**config.mk**
```make
export PLATFORM = sky130hd
export DESIGN_NAME = sgi_div_cell
export DESIGN_NICKNAME = d
export VERILOG_FILES = /design/src/hdl/segment_intersection_top_defines.svh /design/src/hdl/sgi_pkg.sv /design/src/hdl/sgi_div_cell.sv
export SDC_FILE = /design/constraint.sdc
export NUM_CORES = 1
export LEC_CHECK = 0
export ABC_AREA = 1
export BUFFER_PORTS_ARGS = -buffer_cell sky130_fd_sc_hd__buf_2
export CORE_UTILIZATION = 44
export DETAILED_ROUTE_END_ITERATION = 8
export PLACE_DENSITY = 0.67
export REMOVE_ABC_BUFFERS = 1
export SLEW_MARGIN = 20
export SYNTH_ARGS = -nofsm -noshare
export SYNTH_HDL_FRONTEND = slang
export SYNTH_SLANG_ARGS = --single-unit
```
**constraint.sdc**
```tcl
create_clock -name clock -period 22.7 [get_ports clock]
set_input_delay 5.675 -clock clock [delete_from_list [all_inputs] [get_ports clock]]
set_output_delay 5.675 -clock clock [all_outputs]
set_load 0.01 [all_outputs]
```
**src/hdl/segment_intersection_top_defines.svh**
```systemverilog
// Assertion macros for the segment intersection block.
// Used by segment_intersection_top; no other dependencies.
`ifndef SEGMENT_INTERSECTION_TOP_DEFINES_SVH
`define SEGMENT_INTERSECTION_TOP_DEFINES_SVH

// implication checked outside reset
`define SGI_ASSERT_IMPLY(lbl, clk, rst, ante, cons, msg) \
   lbl: assert property (@(posedge clk) disable iff (rst) (ante) |-> (cons)) else $error(msg);

// implication checked on every edge, reset included
`define SGI_ASSERT_ALWAYS(lbl, clk, ante, cons, msg) \
   lbl: assert property (@(posedge clk) (ante) |-> (cons)) else $error(msg);

`endif

```
**src/hdl/sgi_pkg.sv**
```systemverilog
// Types and constants of the segment intersection block.
// No dependencies; used by every module of the block.
`timescale 1ns / 1ps
package sgi_pkg;

   localparam int COORD_WIDTH     = 16;
   localparam int PARAM_FRAC_BITS = 16;

   localparam int DIFF_W = COORD_WIDTH + 1;       // coordinate differences
   localparam int PROD_W = 2 * DIFF_W;            // cross-product terms
   localparam int DEN_W  = PROD_W + 1;            // denominator and numerators
   localparam int NUM_W  = DEN_W + COORD_WIDTH;   // t numerator times |direction|
   localparam int STEPS  = (PARAM_FRAC_BITS > COORD_WIDTH) ? PARAM_FRAC_BITS : COORD_WIDTH;
   localparam int COORD_PAD = STEPS - COORD_WIDTH;

   localparam int LANES  = 4;
   localparam int LANE_S = 0;   // s fraction
   localparam int LANE_T = 1;   // t fraction
   localparam int LANE_X = 2;   // x offset quotient
   localparam int LANE_Y = 3;   // y offset quotient

   typedef struct packed {
      logic signed [COORD_WIDTH-1:0] a_start_x;
      logic signed [COORD_WIDTH-1:0] a_start_y;
      logic signed [COORD_WIDTH-1:0] a_end_x;
      logic signed [COORD_WIDTH-1:0] a_end_y;
      logic signed [COORD_WIDTH-1:0] b_start_x;
      logic signed [COORD_WIDTH-1:0] b_start_y;
      logic signed [COORD_WIDTH-1:0] b_end_x;
      logic signed [COORD_WIDTH-1:0] b_end_y;
   } req_type;

   typedef struct packed {
      logic                              hit;
      logic        [PARAM_FRAC_BITS-1:0] frac_on_b;
      logic        [PARAM_FRAC_BITS-1:0] frac_on_a;
      logic signed [COORD_WIDTH-1:0]     cross_x;
      logic signed [COORD_WIDTH-1:0]     cross_y;
   } rsp_type;

   // one restoring-division lane: partial remainder and dividend/quotient shifter
   typedef struct packed {
      logic [DEN_W-1:0] r;
      logic [STEPS-1:0] sh;
   } lane_type;

   typedef struct packed {
      logic                   hit;
      logic [DEN_W-1:0]       d;
      logic [COORD_WIDTH-1:0] p0x;
      logic [COORD_WIDTH-1:0] p0y;
      logic                   ax_neg;
      logic                   ay_neg;
      lane_type [LANES-1:0]   lane;
   } cell_type;

endpackage

```
**src/hdl/sgi_div_cell.sv**
```systemverilog
// One restoring-division step for all four lanes, with its pipeline register.
// Depends on sgi_pkg.
`timescale 1ns / 1ps
module sgi_div_cell (
   input  logic              clock,
   input  logic              reset,
   input  logic              up_valid,
   output logic              up_ready,
   input  sgi_pkg::cell_type up_data,
   output logic              dn_valid,
   input  logic              dn_ready,
   output sgi_pkg::cell_type dn_data
);

   localparam int NW = sgi_pkg::DEN_W;
   localparam int ST = sgi_pkg::STEPS;

   logic              valid_ff;
   sgi_pkg::cell_type data_ff;
   sgi_pkg::cell_type data_in;

   always_comb begin
      logic [NW:0] trial;
      logic        take;
      data_in = up_data;
      for (int l = 0; l < sgi_pkg::LANES; l++) begin
         trial = {up_data.lane[l].r, up_data.lane[l].sh[ST-1]};
         take  = trial >= {1'b0, up_data.d};
         data_in.lane[l].r  = take ? NW'(trial - {1'b0, up_data.d}) : trial[NW-1:0];
         data_in.lane[l].sh = {up_data.lane[l].sh[ST-2:0], take};
      end
   end

   assign up_ready = !valid_ff || dn_ready;
   assign dn_valid = valid_ff;
   assign dn_data  = data_ff;

   always_ff @(posedge clock) begin
      if (reset) begin
         valid_ff <= 1'b0;
      end else if (up_ready) begin
         valid_ff <= up_valid;
      end
   end

   always_ff @(posedge clock) begin
      if (up_ready && up_valid) begin
         data_ff <= data_in;
      end
   end

endmodule

```
# == Word-level counts from Yosys, hierarchy flattened ==
# Index checks and enable logic that the tools add are counted.
# classes
n_addsub,4
n_lt_le_gt_ge,4
n_mux,4
n_reduce_logical,3
# op_table
op,count
$ge A36 B35 Y1,4
$mux W35,4
$sub A35 B35 Y35,4
$logic_and A1 B1 Y1,1
$logic_not A1 Y1,1
$logic_or A1 B1 Y1,1
# word_totals
reg_bits,275
in_bits,278
elab_cells,30

# == Logic depth before layout (Yosys ltp) ==
# depth
depth_word,3
ltp_mapped,16
ltp_nobuf,15

# == Least setup slack after synthesis ==
# OpenSTA, ideal clock, no wires.
# synth_path
path_kind,input -> register
startpoint,input port up_valid
endpoint,"register data_ff (netlist bit dn_data[0]), enable pin"
t_arrival_ns,18.852
required_time_ns,21.700
slack_ns,2.848
path_stages,2
path_buffers,0
path_cell_list,inv_1 a21oi_1
# synth_between
elab_chain_len,1
# synth_rtl
item,line,source
from (decl),sgi_div_cell.sv:7,"input logic up_valid,"
$logic_and A1 B1 Y1,sgi_div_cell.sv:47,if (up_ready && up_valid) begin
to (signal assigned),sgi_div_cell.sv:48,data_ff <= data_in;
to (decl),sgi_div_cell.sv:19,sgi_pkg::cell_type data_ff;
# No other way between the ends.
# A chain may end at the register's enable or synchronous reset.

# == Worst setup path in the final report ==
# layout_path
startpoint,input port dn_ready
endpoint,output port up_ready
# layout_between
elab_chain_len,1
# layout_rtl
item,line,source
from (decl),sgi_div_cell.sv:11,"input logic dn_ready,"
$logic_or A1 B1 Y1,sgi_div_cell.sv:34,assign up_ready = !valid_ff || dn_ready;
to (decl),sgi_div_cell.sv:8,"output logic up_ready,"
# No other way between the ends.

==> impl_results.md <==
* Status: completed
* Std cell rows at a little under 80
* Final Non-Filler Cells at 4051
* LEAKAGE at 13.4 nW
* Max FO, Critical Path at 2
* CP cell instances: buf_2 > inv_1 > nand2_1 > buf_2
* Period utilization at 0.519
* Delay-heaviest family, CP: buffers and inverters
* CP Launch Type: primary input
* Reg2Reg Capture Point: dn_data[226]
* Fin nets at roughly 3800
* Total track usage at 0.311
* Post-DP Area at ~24000 um^2
* # setup viols final at 0
* Vert. Die Dim at ~220 um
* Post-Syn Area at 20700 um^2
* I/O pin count at between 500 and 600
* Number of global-route vias before repair at 18600
* Cts hold-fix bufs at 0
* Crit path capture: up_ready
* Area growth from synthesis to layout at 21.0%
* Clk_skew at approximately 0.0075 ns
* CTS tree: built
* Crit path DAT at 6.10 ns
* WL/cell at about 19 um
* Top cell by count, worst path: buf_2
* Fin crit period at around 12 ns
* Max cap viols at 0
* Fmax at approximately 85 MHz
* Worst-skew pair later-pin latency at slightly below 0.6 ns
* Post-Syn Instances at about 2900
* VDD IR max at 0.0822 mV
* DRT Pass-1 Iters at 5
* Met3 Usage GRT at 0.0474
* Worst R2R Start: dn_valid
* Most common cell after layout, fill and taps aside: nand2_1
* Vias/cell at 4.99
* GR Layer Usage met1 at 0.375
* Pwr Total at ~1.6 mW
* Port Buffers at between 500 and 600
* Clk buf depth at 3
* Max-slew violation count at 0
* Dpl cells at approximately 4000
* Setup CP Type: primary input to output pin
* Crit end category: output pin
* Final setup TNS at 0 ns
* Final hold violations at 0
* DRC at 0
* Initial DRC Count at 1395
* Top Usage Layer GRT: met2
* Synth Register Bits at 275
* Postcts setup bufs at 0
* Largest net degree at the start of global routing at between 100 and 150
* Synth warn at 0
* Relative slew slack at 0.370
* Post-synth cell types at 29
* Total core area at 46600 um^2
* Share of layout cells above drive strength 1 at 0.203
* Post-route cell area at 25100 um^2
* RSZ-0062 raised after global routing: false
* Root buf cell: clkbuf_16
* Via count at ~20000
* Initial antenna violation count at 16
* Slack of the worst reg-to-reg path at ~20 ns
* Worst Path Buf+Inv at 3
* Routed Antenna Nets at 0
* Die area at 48000 um^2
* Post-CTS Resized at 0
* Met2 Use GR at 0.538
* Most frequent cells in the layout: nand2_1 (1203), buf_2 (553), inv_1 (449), edfxtp_1 (274), nor2_1 (230)
* WL final at 76.6 mm
* GRT Residual Overflow at 0
* First-pass GRT wire length at between 100 and 150 mm
* Seq/Total Area, Yosys at 0.398
* Actual slew at the worst max-slew pin at ~0.94 ns
* CTS Buf Count at 31
* Clk pin slew, worst setup/hold paths at about 0.06 ns
* Die width at 219 um
* HP Class: flop to flop
* WHS at around 0.57 ns
* HPWL after DPL at just over 60 mm
* CP Launch Point: dn_ready
* PwrDens at between 60 and 70 nW/um^2
* Worst path slowest cell: buf_2
* Mapped Avg Cell Area at slightly above 7 um^2
* Initial core utilization at 0.445
* Worst Reg-to-Reg Cells at 3
* Max incr delay on CP at around 0.14 ns
* CTS Sinks at between 200 and 300
* CP Depth at 4
* H-tree depth at 1
* Placer Congestion at 0.991
* Crit path required time at approximately 17 ns
where the power goes:
group          internal [mW]  switching, mW
sequential             0.624         0.0128
combinational          0.162          0.319
clock                  0.304          0.211
total                   1.09          0.544
kinds of logic after synthesis:
kind of cell	count (synthesis)	share of synthesized area
simple gates	1695	0.341
compound gates	179	0.0460
buf+inv	486	0.0965
xor+xnor	72	0.0304
flops	275	0.398
fa+ha+maj	144	0.0884
worst min path at each step:
stage / startpoint / end / slack, ns / cells past startpoint
finish: dn_valid / dn_valid / 0.57 / 2
global placement: dn_valid / dn_valid / 0.56 / 2
detailed placement: dn_valid / dn_valid / 0.56 / 2
floorplan: dn_valid / dn_valid / 0.58 / 2
global route: dn_valid / dn_valid / 0.60 / 2
CTS: dn_valid / dn_valid / 0.57 / 2
layer usage:
layer / wire length [um] / up-vias
li1: - / 10200
met1: 30500 / 9157
met2: 36700 / 769
met3: 5350 / 147
met4: 3970 / 4
met5: 27 / -
synth_stat cells (all sizes together):
cell type	count	area [um^2]
nor2	250	988
buf	28	280
xnor2	12	105
dfxtp	1	20.0
fa	4	80.1
inv	458	1720
edfxtp	274	8230
nand2	1219	4630
nand3b	26	195
nor3	27	135
nand3	146	951
o21bai	20	150
xor2	60	526
ha	140	1750
o21ai	44	220
nand4	20	125
a21oi	114	574
nor4	7	43.8
a211o	1	8.76
metrics by stage:
step                      utilization  worst slack, ns
after detailed placement        0.516            10.92
after floorplan                     -             2.85
final                           0.539            10.92
after global placement          0.516            10.92
after global routing            0.538            10.88
after CTS                       0.538            10.92
flip-flops by register name, indices dropped and copies added, names as in the netlist:
signal and flops:
dn_valid 1, dn_data 274
final cells by class:
cell class,instances,area (um^2)
diodes,11,27.5
flip-flops and latches,275,8250
repair buffers,557,2810
well taps,607,759
clock buffers,34,787
inverters,458,1720
fillers,4671,21500
multi-input cells,2090,10500
clock inverters,19,233
worst register-to-register path: stages, from the launching register on:
cell and delay (ns):
dfxtp_1 0.37, a21oi_4 0.21, buf_4 0.67, buf_4 0.91
Power figures use the tool's default switching activity.
